$ cat config.mk
export PLATFORM = sky130hd
export DESIGN_NAME = go_to_point_velocity_controller_core
export DESIGN_NICKNAME = d
export VERILOG_FILES = /design/src/hw/rtl/gtp_pkg.sv /design/src/hw/rtl/gtp_front.sv /design/src/hw/rtl/gtp_queue.sv /design/src/hw/rtl/gtp_back.sv /design/src/hw/rtl/go_to_point_velocity_controller_core.sv
export SDC_FILE = /design/constraint.sdc
export NUM_CORES = 2
export LEC_CHECK = 0
export BUFFER_PORTS_ARGS = -buffer_cell sky130_fd_sc_hd__buf_2
export CAP_MARGIN = 20
export CORE_MARGIN = 4
export CORE_UTILIZATION = 45
export DETAILED_ROUTE_END_ITERATION = 8
export GPL_TIMING_DRIVEN = 1
export SETUP_SLACK_MARGIN = 0.5
export SYNTH_ARGS = -nofsm -noshare
export SYNTH_HDL_FRONTEND = slang
export SYNTH_HIERARCHICAL = 1
export SYNTH_SLANG_ARGS = --single-unit
export TNS_END_PERCENT = 1
$ cat constraint.sdc
create_clock -name clk -period 12.9 [get_ports clk]
set_clock_uncertainty 0.2 [all_clocks]
set_input_delay 1.935 -clock clk [delete_from_list [all_inputs] [get_ports clk]]
set_output_delay 1.935 -clock clk [all_outputs]
set_load 0.005 [all_outputs]
$ cat src/hw/rtl/gtp_pkg.sv
// ----------------------------------------------------------------------------
// gtp_pkg
// Shared types and constants of the go-to-point velocity controller.
// ----------------------------------------------------------------------------
package gtp_pkg;

    localparam int FRAC_BITS   = 8;
    localparam int HEAD_W      = 18;
    localparam int SPEED_W     = 16;
    localparam int TURN_W      = 24;
    localparam int GAIN_W      = 16;
    localparam int PRESCALE    = 24;
    localparam int INV_GAIN    = 39796;
    localparam int CFG_IDX_W   = 3;
    localparam int ATAN_W      = 22;
    localparam int ANG_W       = 26;
    localparam int ERR_W       = 28;
    localparam int TURN_SHIFT  = 28 - FRAC_BITS;
    localparam int QUARTER_Q16 = 90 * 65536;

    typedef enum logic [CFG_IDX_W-1:0] {
        REG_GOAL_X    = 3'd0,
        REG_GOAL_Y    = 3'd1,
        REG_TOLERANCE = 3'd2,
        REG_SPEED_GN  = 3'd3,
        REG_TURN_GN   = 3'd4,
        REG_SPEED_LIM = 3'd5
    } cfg_reg_t;

    typedef enum logic [2:0] {
        BK_IDLE,
        BK_ITER,
        BK_MUL,
        BK_RND,
        BK_OUT
    } back_state_t;

    // Gains and limit handed from the front to the back
    typedef struct packed {
        logic [GAIN_W-1:0]  speed_gain;
        logic [GAIN_W-1:0]  turn_gain;
        logic [SPEED_W-1:0] speed_limit;
    } gain_set_t;

    // atan(2^-i) in degrees, Q.16, rounded
    function automatic logic [ATAN_W-1:0] atan_q16(input logic [4:0] i);
        logic [ATAN_W-1:0] v;
        case (i)
            5'd0:    v = 22'd2949120;
            5'd1:    v = 22'd1740967;
            5'd2:    v = 22'd919879;
            5'd3:    v = 22'd466945;
            5'd4:    v = 22'd234379;
            5'd5:    v = 22'd117304;
            5'd6:    v = 22'd58666;
            5'd7:    v = 22'd29335;
            5'd8:    v = 22'd14668;
            5'd9:    v = 22'd7334;
            5'd10:   v = 22'd3667;
            5'd11:   v = 22'd1833;
            5'd12:   v = 22'd917;
            5'd13:   v = 22'd458;
            5'd14:   v = 22'd229;
            5'd15:   v = 22'd115;
            5'd16:   v = 22'd57;
            5'd17:   v = 22'd29;
            5'd18:   v = 22'd14;
            5'd19:   v = 22'd7;
            5'd20:   v = 22'd4;
            5'd21:   v = 22'd2;
            5'd22:   v = 22'd1;
            default: v = 22'd0;
        endcase
        return v;
    endfunction

endpackage

$ cat src/hw/rtl/gtp_front.sv
// ----------------------------------------------------------------------------
// gtp_front
// Configuration registers, pose state and tick classification into jobs.
// ----------------------------------------------------------------------------
module gtp_front #(
    parameter int POS_WIDTH = 24
) (
    input  logic                         clk,
    input  logic                         rst_n,
    input  logic                         accept,
    input  logic                         operation,
    input  logic [POS_WIDTH-1:0]         pos_x,
    input  logic [POS_WIDTH-1:0]         pos_y,
    input  logic [gtp_pkg::HEAD_W-1:0]   heading_raw,
    input  logic                         cfg_we,
    input  logic [gtp_pkg::CFG_IDX_W-1:0] cfg_index,
    input  logic [POS_WIDTH-1:0]         cfg_data,
    output logic                         job_push,
    output logic [2*POS_WIDTH+gtp_pkg::HEAD_W+3:0] job_data,
    output gtp_pkg::gain_set_t           gains
);
    import gtp_pkg::*;

    localparam int DIFF_W = POS_WIDTH + 1;
    localparam int CMP_W  = POS_WIDTH + 2;

    logic signed [POS_WIDTH-1:0] goal_x_reg, goal_y_reg;
    logic [GAIN_W-1:0]           tol_reg, sgain_reg, tgain_reg, slim_reg;
    logic signed [POS_WIDTH-1:0] robot_x_reg, robot_y_reg;
    logic signed [HEAD_W-1:0]    head_reg;
    logic                        reached_reg, pending_reg;

    logic signed [HEAD_W-1:0]    head_neg;
    logic signed [CMP_W-1:0]     px, py, gx, gy, tol_s;
    logic                        reached_next;
    logic signed [DIFF_W-1:0]    dx, dy;
    logic                        fresh;

    // Write configuration registers
    always_ff @(posedge clk or negedge rst_n)
    begin
        if (!rst_n)
        begin
            goal_x_reg <= '0;
            goal_y_reg <= '0;
            tol_reg    <= 16'd1408;
            sgain_reg  <= 16'd3686;
            tgain_reg  <= 16'd819;
            slim_reg   <= 16'd6400;
        end
        else if (cfg_we)
        begin
            unique case (cfg_reg_t'(cfg_index))
                REG_GOAL_X:    goal_x_reg <= $signed(cfg_data);
                REG_GOAL_Y:    goal_y_reg <= $signed(cfg_data);
                REG_TOLERANCE: tol_reg    <= cfg_data[GAIN_W-1:0];
                REG_SPEED_GN:  sgain_reg  <= cfg_data[GAIN_W-1:0];
                REG_TURN_GN:   tgain_reg  <= cfg_data[GAIN_W-1:0];
                REG_SPEED_LIM: slim_reg   <= cfg_data[GAIN_W-1:0];
                default:       ;
            endcase
        end
    end

    assign gains = '{speed_gain: sgain_reg, turn_gain: tgain_reg, speed_limit: slim_reg};

    // Negate heading, saturate the most negative code
    always_comb
    begin
        if (heading_raw == {1'b1, {(HEAD_W-1){1'b0}}})
            head_neg = {1'b0, {(HEAD_W-1){1'b1}}};
        else
            head_neg = -$signed(heading_raw);
    end

    // Strict arrival box test on the incoming pose
    always_comb
    begin
        px    = CMP_W'($signed(pos_x));
        py    = CMP_W'($signed(pos_y));
        gx    = CMP_W'(goal_x_reg);
        gy    = CMP_W'(goal_y_reg);
        tol_s = $signed(CMP_W'(tol_reg));
        reached_next = (px > gx - tol_s) && (px < gx + tol_s) &&
                       (py > gy - tol_s) && (py < gy + tol_s);
    end

    // Update pose state and pending mark
    always_ff @(posedge clk or negedge rst_n)
    begin
        if (!rst_n)
        begin
            robot_x_reg <= '0;
            robot_y_reg <= '0;
            head_reg    <= '0;
            reached_reg <= 1'b1;
            pending_reg <= 1'b1;
        end
        else if (accept)
        begin
            if (!operation)
            begin
                robot_x_reg <= $signed(pos_x);
                robot_y_reg <= $signed(pos_y);
                head_reg    <= head_neg;
                reached_reg <= reached_next;
                pending_reg <= 1'b1;
            end
            else if (fresh)
            begin
                pending_reg <= 1'b0;
            end
        end
    end

    // Build a job for every tick
    always_comb
    begin
        fresh    = !reached_reg && pending_reg;
        dx       = DIFF_W'(goal_x_reg) - DIFF_W'(robot_x_reg);
        dy       = DIFF_W'(goal_y_reg) - DIFF_W'(robot_y_reg);
        job_push = accept && operation;
        job_data = {fresh, reached_reg, head_reg, dy, dx};
    end

endmodule

$ cat src/hw/rtl/gtp_queue.sv
// ----------------------------------------------------------------------------
// gtp_queue
// Two-entry job queue between the front and the back.
// ----------------------------------------------------------------------------
module gtp_queue #(
    parameter int DATA_W = 72
) (
    input  logic              clk,
    input  logic              rst_n,
    input  logic              wr_en,
    input  logic [DATA_W-1:0] wr_data,
    input  logic              rd_en,
    output logic [DATA_W-1:0] rd_data,
    output logic              full,
    output logic              empty
);
    import gtp_pkg::*;

    logic [DATA_W-1:0] slot_reg [2];
    logic              wr_ptr_reg, rd_ptr_reg;
    logic [1:0]        count_reg;

    // Store written jobs
    always_ff @(posedge clk)
    begin
        if (wr_en)
            slot_reg[wr_ptr_reg] <= wr_data;
    end

    // Advance pointers and count
    always_ff @(posedge clk or negedge rst_n)
    begin
        if (!rst_n)
        begin
            wr_ptr_reg <= 1'b0;
            rd_ptr_reg <= 1'b0;
            count_reg  <= 2'd0;
        end
        else
        begin
            if (wr_en)
                wr_ptr_reg <= !wr_ptr_reg;
            if (rd_en)
                rd_ptr_reg <= !rd_ptr_reg;
            if (wr_en && !rd_en)
                count_reg <= count_reg + 2'd1;
            else if (rd_en && !wr_en)
                count_reg <= count_reg - 2'd1;
        end
    end

    assign rd_data = slot_reg[rd_ptr_reg];
    assign full    = count_reg == 2'd2;
    assign empty   = count_reg == 2'd0;

endmodule

$ cat src/hw/rtl/gtp_back.sv
// ----------------------------------------------------------------------------
// gtp_back
// Vectoring CORDIC, gain multiplies, saturation and the result register.
// ----------------------------------------------------------------------------
module gtp_back #(
    parameter int POS_WIDTH    = 24,
    parameter int CORDIC_STEPS = 16
) (
    input  logic                         clk,
    input  logic                         rst_n,
    input  logic                         job_empty,
    input  logic [2*POS_WIDTH+gtp_pkg::HEAD_W+3:0] job_data,
    output logic                         job_pop,
    input  gtp_pkg::gain_set_t           gains,
    input  logic                         pop,
    output logic                         empty,
    output logic [gtp_pkg::SPEED_W-1:0]  linear_speed,
    output logic [gtp_pkg::TURN_W-1:0]   turn_rate,
    output logic                         target_reached,
    output logic                         fresh_command
);
    import gtp_pkg::*;

    localparam int DIFF_W = POS_WIDTH + 1;
    localparam int CW     = DIFF_W + PRESCALE + 2;
    localparam int MAG_W  = CW - 16;
    localparam int MP_W   = MAG_W + 16;
    localparam int DIST_W = MP_W + 1 - 24;
    localparam int SP_W   = DIST_W + GAIN_W;
    localparam int TP_W   = ERR_W + GAIN_W + 1;
    localparam int CNT_W  = (CORDIC_STEPS > 1) ? $clog2(CORDIC_STEPS) : 1;

    back_state_t state_reg, state_next;

    // Job fields
    logic signed [DIFF_W-1:0] job_dx, job_dy;
    logic signed [HEAD_W-1:0] job_head;
    logic                     job_reached, job_fresh;

    logic signed [CW-1:0]     x_reg, y_reg;
    logic signed [ANG_W-1:0]  z_reg;
    logic [CNT_W-1:0]         cnt_reg;
    logic signed [HEAD_W-1:0] head_reg;
    logic                     reached_reg, fresh_reg;
    logic [MP_W-1:0]          mprod_reg;
    logic signed [TP_W-1:0]   tprod_reg;
    logic [SP_W-1:0]          sprod_reg;
    logic signed [TURN_W-1:0] turn_reg;

    logic                     out_valid_reg;
    logic [SPEED_W-1:0]       speed_out_reg;
    logic [TURN_W-1:0]        turn_out_reg;
    logic                     reached_out_reg, fresh_out_reg;

    logic signed [CW-1:0]     xin, yin, xs, ys;
    logic                     zero_vec, last_step, out_load;
    logic signed [ANG_W-1:0]  atan_s;
    logic signed [ERR_W-1:0]  err;
    logic [MP_W:0]            dist_sum;
    logic [DIST_W-1:0]        dist_val;
    logic signed [TP_W-1:0]   turn_round;
    logic [SP_W:0]            speed_sum;
    logic [SP_W-12:0]         speed_raw;
    logic [SPEED_W-1:0]       speed_sat;

    assign {job_fresh, job_reached, job_head, job_dy, job_dx} = job_data;

    // Next state
    always_comb
    begin
        state_next = state_reg;
        unique case (state_reg)
            BK_IDLE:
                if (!job_empty)
                begin
                    if (!job_fresh)
                        state_next = BK_OUT;
                    else if (zero_vec)
                        state_next = BK_MUL;
                    else
                        state_next = BK_ITER;
                end
            BK_ITER: if (last_step) state_next = BK_MUL;
            BK_MUL:  state_next = BK_RND;
            BK_RND:  state_next = BK_OUT;
            BK_OUT:  if (out_load) state_next = BK_IDLE;
            default: state_next = BK_IDLE;
        endcase
    end

    // Control outputs
    always_comb
    begin
        job_pop  = (state_reg == BK_IDLE) && !job_empty;
        out_load = (state_reg == BK_OUT) && (!out_valid_reg || pop);
        last_step = cnt_reg == CNT_W'(CORDIC_STEPS - 1);
    end

    always_ff @(posedge clk or negedge rst_n)
    begin
        if (!rst_n)
            state_reg <= BK_IDLE;
        else
            state_reg <= state_next;
    end

    // Prescale and rotate into the right half plane
    always_comb
    begin
        zero_vec = (job_dx == '0) && (job_dy == '0);
        xin = CW'(job_dy) <<< PRESCALE;
        yin = CW'(job_dx) <<< PRESCALE;
        xs  = x_reg >>> cnt_reg;
        ys  = y_reg >>> cnt_reg;
        atan_s = $signed(ANG_W'(atan_q16(5'(cnt_reg))));
    end

    // Arithmetic for the multiply and rounding steps
    always_comb
    begin
        err = ERR_W'(z_reg) - (ERR_W'(head_reg) <<< (16 - FRAC_BITS));
        dist_sum = (MP_W+1)'(mprod_reg) + (MP_W+1)'(1 << 23);
        dist_val = dist_sum[MP_W:24];
        turn_round = (tprod_reg + TP_W'(1 << (TURN_SHIFT - 1))) >>> TURN_SHIFT;
        speed_sum = (SP_W+1)'(sprod_reg) + (SP_W+1)'(1 << 11);
        speed_raw = speed_sum[SP_W:12];
        if (speed_raw > (SP_W-11)'(gains.speed_limit))
            speed_sat = gains.speed_limit;
        else
            speed_sat = speed_raw[SPEED_W-1:0];
    end

    // Datapath registers
    always_ff @(posedge clk)
    begin
        unique case (state_reg)
            BK_IDLE:
            begin
                head_reg    <= job_head;
                reached_reg <= job_reached;
                fresh_reg   <= job_fresh;
                cnt_reg     <= '0;
                sprod_reg   <= '0;
                turn_reg    <= '0;
                if (zero_vec)
                begin
                    x_reg <= '0;
                    y_reg <= '0;
                    z_reg <= '0;
                end
                else if (xin < 0)
                begin
                    if (yin >= 0)
                    begin
                        x_reg <= yin;
                        y_reg <= -xin;
                        z_reg <= ANG_W'(QUARTER_Q16);
                    end
                    else
                    begin
                        x_reg <= -yin;
                        y_reg <= xin;
                        z_reg <= -ANG_W'(QUARTER_Q16);
                    end
                end
                else
                begin
                    x_reg <= xin;
                    y_reg <= yin;
                    z_reg <= '0;
                end
            end
            BK_ITER:
            begin
                cnt_reg <= cnt_reg + CNT_W'(1);
                if (y_reg >= 0)
                begin
                    x_reg <= x_reg + ys;
                    y_reg <= y_reg - xs;
                    z_reg <= z_reg + atan_s;
                end
                else
                begin
                    x_reg <= x_reg - ys;
                    y_reg <= y_reg + xs;
                    z_reg <= z_reg - atan_s;
                end
            end
            BK_MUL:
            begin
                mprod_reg <= MP_W'(x_reg[CW-1:16]) * MP_W'(INV_GAIN);
                tprod_reg <= TP_W'(err) * $signed(TP_W'(gains.turn_gain));
            end
            BK_RND:
            begin
                sprod_reg <= SP_W'(dist_val) * SP_W'(gains.speed_gain);
                if (turn_round > TP_W'(2**(TURN_W-1) - 1))
                    turn_reg <= {1'b0, {(TURN_W-1){1'b1}}};
                else if (turn_round < -TP_W'(2**(TURN_W-1)))
                    turn_reg <= {1'b1, {(TURN_W-1){1'b0}}};
                else
                    turn_reg <= turn_round[TURN_W-1:0];
            end
            BK_OUT: ;
            default: ;
        endcase
    end

    // Hold the finished result until popped
    always_ff @(posedge clk or negedge rst_n)
    begin
        if (!rst_n)
            out_valid_reg <= 1'b0;
        else if (out_load)
            out_valid_reg <= 1'b1;
        else if (pop)
            out_valid_reg <= 1'b0;
    end

    always_ff @(posedge clk)
    begin
        if (out_load)
        begin
            speed_out_reg   <= speed_sat;
            turn_out_reg    <= turn_reg;
            reached_out_reg <= reached_reg;
            fresh_out_reg   <= fresh_reg;
        end
    end

    assign empty          = !out_valid_reg;
    assign linear_speed   = speed_out_reg;
    assign turn_rate      = turn_out_reg;
    assign target_reached = reached_out_reg;
    assign fresh_command  = fresh_out_reg;

endmodule

$ cat src/hw/rtl/go_to_point_velocity_controller_core.sv
// ----------------------------------------------------------------------------
// go_to_point_velocity_controller_core
// Proportional go-to-goal controller: pose and tick items in, commands out.
//
//   channel  handshake          payload
//   input    push / full        operation, pos_x, pos_y, heading_raw
//   result   pop / empty        linear_speed, turn_rate, target_reached,
//                               fresh_command
//   config   cfg_valid/ready    cfg_index, cfg_data
//
// Pose items update the pose registers and give no result. A tick becomes
// a job in a two-entry queue; the back runs a setup step, CORDIC_STEPS
// iterations (skipped for a zero offset), a multiply and a round step and
// an output step for a fresh tick, and goes from setup straight to output
// for any other tick. The CORDIC loop sets the rate.
// Reset clears all control state; no clearing pass. full rises when the
// queue holds two jobs; a result held in the output register stalls the back.
// ----------------------------------------------------------------------------
module go_to_point_velocity_controller_core #(
    parameter int POS_WIDTH    = 24,
    parameter int CORDIC_STEPS = 16
) (
    input  logic                          clk,
    input  logic                          rst_n,
    input  logic                          push,
    output logic                          full,
    input  logic                          operation,
    input  logic [POS_WIDTH-1:0]          pos_x,
    input  logic [POS_WIDTH-1:0]          pos_y,
    input  logic [gtp_pkg::HEAD_W-1:0]    heading_raw,
    output logic                          empty,
    input  logic                          pop,
    output logic [gtp_pkg::SPEED_W-1:0]   linear_speed,
    output logic [gtp_pkg::TURN_W-1:0]    turn_rate,
    output logic                          target_reached,
    output logic                          fresh_command,
    input  logic                          cfg_valid,
    output logic                          cfg_ready,
    input  logic [gtp_pkg::CFG_IDX_W-1:0] cfg_index,
    input  logic [POS_WIDTH-1:0]          cfg_data
);
    import gtp_pkg::*;

    localparam int JOB_W = 2 * POS_WIDTH + HEAD_W + 4;

    logic             job_push, job_pop, job_full, job_empty;
    logic [JOB_W-1:0] job_in, job_out;
    gain_set_t        gains;

    assign cfg_ready = 1'b1;
    assign full      = job_full;

    gtp_front #(
        .POS_WIDTH (POS_WIDTH)
    ) u_front (
        .clk         (clk),
        .rst_n       (rst_n),
        .accept      (push && !job_full),
        .operation   (operation),
        .pos_x       (pos_x),
        .pos_y       (pos_y),
        .heading_raw (heading_raw),
        .cfg_we      (cfg_valid),
        .cfg_index   (cfg_index),
        .cfg_data    (cfg_data),
        .job_push    (job_push),
        .job_data    (job_in),
        .gains       (gains)
    );

    gtp_queue #(
        .DATA_W (JOB_W)
    ) u_queue (
        .clk     (clk),
        .rst_n   (rst_n),
        .wr_en   (job_push),
        .wr_data (job_in),
        .rd_en   (job_pop),
        .rd_data (job_out),
        .full    (job_full),
        .empty   (job_empty)
    );

    gtp_back #(
        .POS_WIDTH    (POS_WIDTH),
        .CORDIC_STEPS (CORDIC_STEPS)
    ) u_back (
        .clk            (clk),
        .rst_n          (rst_n),
        .job_empty      (job_empty),
        .job_data       (job_out),
        .job_pop        (job_pop),
        .gains          (gains),
        .pop            (pop),
        .empty          (empty),
        .linear_speed   (linear_speed),
        .turn_rate      (turn_rate),
        .target_reached (target_reached),
        .fresh_command  (fresh_command)
    );

endmodule
== Word level (Yosys, flattened, before mapping) ==
Memory sizes are Yosys's and may differ from the RTL's. A register that Yosys moved wholly into a read port is not among the register bits.
Index checks and enable logic that the tools add are counted.

* Bitwise logic cells: 1
* Equality and inequality tests: 16
* Add/subtract/negate cells: 22
* Muxes and demuxes: 37
* Magnitude comparators: 10
* Multiply operators: 3
* Shift operators: 2
* Reduce and logical (&&, ||, !) cells: 38

{| class="wikitable"
|+ Operators by type and width
! cell !! number
|-
| $mux 51 || 8
|-
| $pmux 51 s2 || 2
|-
| $mux 26 || 4
|-
| $add 51x51->51 || 2
|-
| $neg 49->51 || 2
|-
| $sshr 51x4->51 || 2
|-
| $sub 51x51->51 || 2
|-
| $pmux 44 s2 || 1
|-
| $add 51x24->52 const B || 1
|-
| $pmux 26 s2 || 1
|-
| $ge 51x1->1 const B || 1
|-
| $add 24x17->25 || 2
|-
| $gt 24x25->1 || 2
|-
| $logic_not 25->1 || 2
|-
| $lt 24x25->1 || 2
|-
| $sub 24x17->25 || 2
|-
| $sub 24x24->25 || 2
|-
| $ge 49x1->1 const B || 1
|-
| $lt 49x1->1 const B || 1
|-
| $mul 35x14->49 const B || 1
|-
| $mux 24 || 2
|-
| $pmux 24 s2 || 1
|-
| $add 44x12->45 const B || 1
|-
| $add 45x21->45 const B || 1
|-
| other kinds (37) || 83
|}

* Memory bits (writable): 140
* Word-level logic and storage cells: 162
* Register bits: 544
* ROM bits: 352
* Memories: 2

{| class="wikitable"
|+ Memory list
! memory !! depth !! bits a word !! read ports !! clocked after Yosys merged registers in !! wr ports !! RTL line !! source
|-
| (name not given) || 16 || 22 || 1 || 1 || 0 || gtp_pkg.sv:48 || <nowiki>case (i)</nowiki>
|-
| u_queue.slot_reg || 2 || 70 || 1 || 0 || 1 || gtp_queue.sv:19 || <nowiki>logic [DATA_W-1:0] slot_reg [2];</nowiki>
|}

== Longest topological paths before layout ==
* Word-level depth: 8
* Gate-level depth with buffers: 36
* Mapped depth without buffers: 35

== Hierarchy ==
The synthesis kept the hierarchy.

{| class="wikitable"
|+ By module, submodules not included
! module !! cells each !! area each (um^2) !! times used
|-
| gtp_back || 7403 || 67502.2 || 1
|-
| gtp_front || 1635 || 14809.2 || 1
|-
| gtp_queue || 234 || 5589.1 || 1
|-
| go_to_point_velocity_controller_core || 3 || 25.0 || 1
|}

== Worst setup path before layout ==
OpenSTA, ideal clock, no wires.

* Kind: register to register
* From: register u_back.z_reg[8]
* To: register u_back.tprod_reg[42] (data pin)
* Setup time: 0.264 ns
* Stages on the path, launching flop included: 34
* Buffers on the path: 2
* Data required time: 12.436 ns
* Slack: 4.323 ns
* Data arrival time: 8.113 ns
* Cell sequence: edfxtp_1 -> inv_1 -> ha_1 -> fa_1 -> nor2b_1 -> o21ai_0 -> a21boi_0 -> o21ai_0 -> a21boi_0 -> o21ai_0 -> a21oi_1 -> nor4_1 -> o31ai_1 -> o211ai_1 -> clkbuf_1 -> nand3_1 -> fa_1 -> inv_1 -> fa_1 -> clkbuf_1 -> inv_1 -> fa_1 -> fa_1 -> fa_1 -> fa_1 -> inv_1 -> ha_1 -> and2_1 -> nand4_1 -> a21o_1 -> nor2b_1 -> o21bai_1 -> a221oi_1 -> xnor2_1

* Cells in the longest elaborated chain, start to end: 2

{| class="wikitable"
|+ Ends and longest elaborated chain
! element !! RTL line !! source
|-
| start: declaration || gtp_back.sv:41 || <nowiki>logic signed [ANG_W-1:0] z_reg;</nowiki>
|-
| start signal: assignment || gtp_back.sv:157 || <nowiki>z_reg <= ANG_W'(QUARTER_Q16);</nowiki>
|-
| start signal: assignment || gtp_back.sv:163 || <nowiki>z_reg <= -ANG_W'(QUARTER_Q16);</nowiki>
|-
| start signal: assignment || gtp_back.sv:180 || <nowiki>z_reg <= z_reg + atan_s;</nowiki>
|-
| $sub 26x26->27 || gtp_back.sv:121 || <nowiki>err = ERR_W'(z_reg) - (ERR_W'(head_reg) <<< (16 - FRAC_BITS));</nowiki>
|-
| $mul 27x17->44 || gtp_back.sv:192 || <nowiki>tprod_reg <= TP_W'(err) * $signed(TP_W'(gains.turn_gain));</nowiki>
|-
| end signal: assignment || gtp_back.sv:192 ||
|-
| end: declaration || gtp_back.sv:46 || <nowiki>logic signed [TP_W-1:0] tprod_reg;</nowiki>
|}

No other way between the ends.
A chain may end at the register's enable or synchronous reset.

== Worst setup path in the final report ==
* From: register u_back.z_reg[8]
* To: register u_back.tprod_reg[43] (data pin)

The elaborated chain is that of the path after synthesis.

==> results.md <==
* Status: complete, no violations
* Final WL at 244 mm
* Global-route wire length before repair at 388 mm
* Die footprint at 203,000 um^2
* Post-CTS Setup Inserts at 0
* Crit end category: flip-flop
* CTS Buf Count at 84
* Yosys top cell by area: fa_1
* Critical path arrival at 10,110 ps
* Clk buf depth at 3
* Final hold viol count at 0
* Total Neg Setup Slack at 0 ps
* Synth Area in XOR/XNOR at 5.46%
* Final Cycle Share at 76.6%
* Register bit count reported by yosys at 654
* Slew margin rel. at 28.9%
* Post-synthesis instance total at 9,275
* CP max FO at 16
* Most frequent cells after synthesis: inv_1, nand2_1, fa_1, ha_1, edfxtp_1
* Final-stage net count at 11.2k
* PortBufs at 142
* FP Rows at 161
* HPWL after DPL at 189 mm
* DRT iter0 DRCs at 4,806
* CP Data Required Time at 13,130 ps
* Distinct cells, synth at 102
* I/O pin total at 144
* Finish-stage setup viols at 0
* Synth async-reset ratio at 28.7%
* Top-area cell type share of the netlist area at 22.9%
* Max Slew Vio Count at 0
* Seq/Total Area, Yosys at 21.0%
* Placer congestion estimate at 0.889
* Post-layout minimum cycle time at 9880 ps
* Core area at 193,000 um^2
* Slowest-stage cell, CP: or3_1
* Vias at 66.3k
* Initial antenna violation count at 8
* Post-synth EDFFs at 444
* CTS tree: built
* Top cells by area, synth: fa_1, edfxtp_1, ha_1, inv_1, dfrtp_1
* Synthesized area at 87,900 um^2
* Via density at 5.60
* Routed len/inst at 20.6 um
* CP Class: flip-flop to flip-flop
* Clock Latency Late Sink at 740 ps
* Startpoint Class: flip-flop
* Maximum clock rate at 101 MHz
* RSZ-0062 raised after global routing: no
* Simple-Gate Fraction of Synth Area at 13.9%
* Starting Density at 45.5%
* Adder-cell share of the synthesized area at 34.2%
* CTS H-tree lvls at 3
* Post-synthesis compound-gate area fraction at 10.4%
* Die extent in x at 450 um
* Mux cell area share after synthesis at 6.89%
* Largest family of logic cells by synthesized area: adder cells
* Antenna viol nets, final at 0
* Avg Inst Size Synth at 9.48 um^2
* Root buffer cell: clkbuf_16
* Post_cts resized at 0
* # DRC at 0
* Synth Flop Type: edfxtp_1
* Syn_nets at 11.2k
* GR Overflow Total at 0
* CP peak stage delay at 590 ps
* Max FFs per register at 140
* Most common cell in the netlist: inv_1
* P&R area growth vs syn at 7.20%
* Hold Crit Class: flip-flop to flip-flop
* Hold_buf cts at 0
* Crit-path most repeated cell: fa_1
* Worst Max-Slew Pin Slew at 1070 ps
* Die height at 450 um
* Reg clk slew, reported paths at 70 ps
* Clk sinks at 654
* DRT Pass-1 Iters at 6
* Number of global-route vias before repair at 67.7k
* YS warnings at 6
* Pin count of the biggest net entering global routing at 101
* Max Cap Viol at 0
* Layout cells sized above 1 at 8.91%
* Total GRT Usage at 24.1%
-- final cells by class --
| cell class | instances | area, um^2 |
|---|---|---|
| fill | 18100 | 99100 |
| tap | 2526 | 3160 |
| clock buffer | 105 | 2270 |
| timing repair buffer | 259 | 1620 |
| clock inverter | 51 | 673 |
| sequential | 654 | 18500 |
| inverter | 1468 | 5520 |
| antenna | 4 | 10.0 |
| multi-input combinational | 6786 | 62500 |
-- per-layer routing --
layer	up-vias	track usage, %	share of wire [%]
li1	30800	-	-
met5	-	0	0
met4	0	6.53	2.7
met1	33400	33.9	45
met2	1839	39.2	47
met3	299	3.17	5.5
-- critical path, delay by kind of cell (launching register included) --
kind | cells | cell delay, ps
XOR/XNOR | 1 | 150
adder cells (fa/ha/maj) | 9 | 3800
flip-flops | 1 | 390
buffers and inverters | 5 | 300
AND/OR/NAND/NOR | 5 | 1460
AO/OA/AOI/OAI | 14 | 3290
-- per-stage QoR --
stage / util, % / area (um^2) / instances / setup slack [ps] / hold WS (ps)
after floorplan: - / 87900 / 9275 / 4320 / 200
after CTS: 48.7 / 94200 / 11800 / 2950 / 213
after detailed placement: 47.2 / 91300 / 11700 / 3050 / 205
after global routing: 48.7 / 94200 / 11800 / 2230 / 215
final: 48.7 / 94300 / 11900 / 3020 / 210
after global placement: 47.2 / 91300 / 11700 / 3200 / 201
-- cells by family (layout without fill, tap and decap cells) --
family                     count (synthesis)  after routing
AOI/OAI and AO/OA                       1466           1466
buffers and inverters                   1835           1883
xor gates and xnor gates                 548            548
and+or+nand+nor                         2558           2558
DFF                                      654            654
muxes                                    412            412
adders and majority gates               1801           1801
other                                      1              5
-- final timing paths --
| check | from | to | slack (ps) | depth (start not counted) |
|---|---|---|---|---|
| max in group asynchronous | rst_n | u_front/slim_reg[4] | 9280 | 3 |
| min in group asynchronous | rst_n | u_front/goal_x_reg[18] | 1120 | 1 |
| worst max register to register | u_back/z_reg[8] | u_back/tprod_reg[43] | 3020 | 34 |
| worst max-delay path | u_back/z_reg[8] | u_back/tprod_reg[43] | 3020 | 34 |
| worst min-delay path | u_back/turn_reg[0] | u_back/turn_rate[0] | 210 | 0 |
| worst min register to register | u_back/turn_reg[0] | u_back/turn_rate[0] | 210 | 0 |
-- placed cells by master (no fill, tap or decap), drive strengths merged, types with 75 or more instances in the layout --
cell    Yosys  layout
fa       1004    1004
xnor2     335     335
a21o      170     170
xor2      213     213
nand4      80      80
ha        796     796
and2      309     309
a21oi     392     392
dfrtp     167     167
nor2      413     413
nand3     172     172
buf        86     258
clkbuf    281     106
o21ai     416     416
mux4      110     110
nand2    1026    1026
nor3      132     132
nand2b     86      86
nor2b      87      87
inv      1467    1468
mux2i      75      75
edfxtp    444     444
mux2      227     227
Power is not shown: default switching activity piles up to over one toggle a cycle in this logic, so the estimate is an artifact.
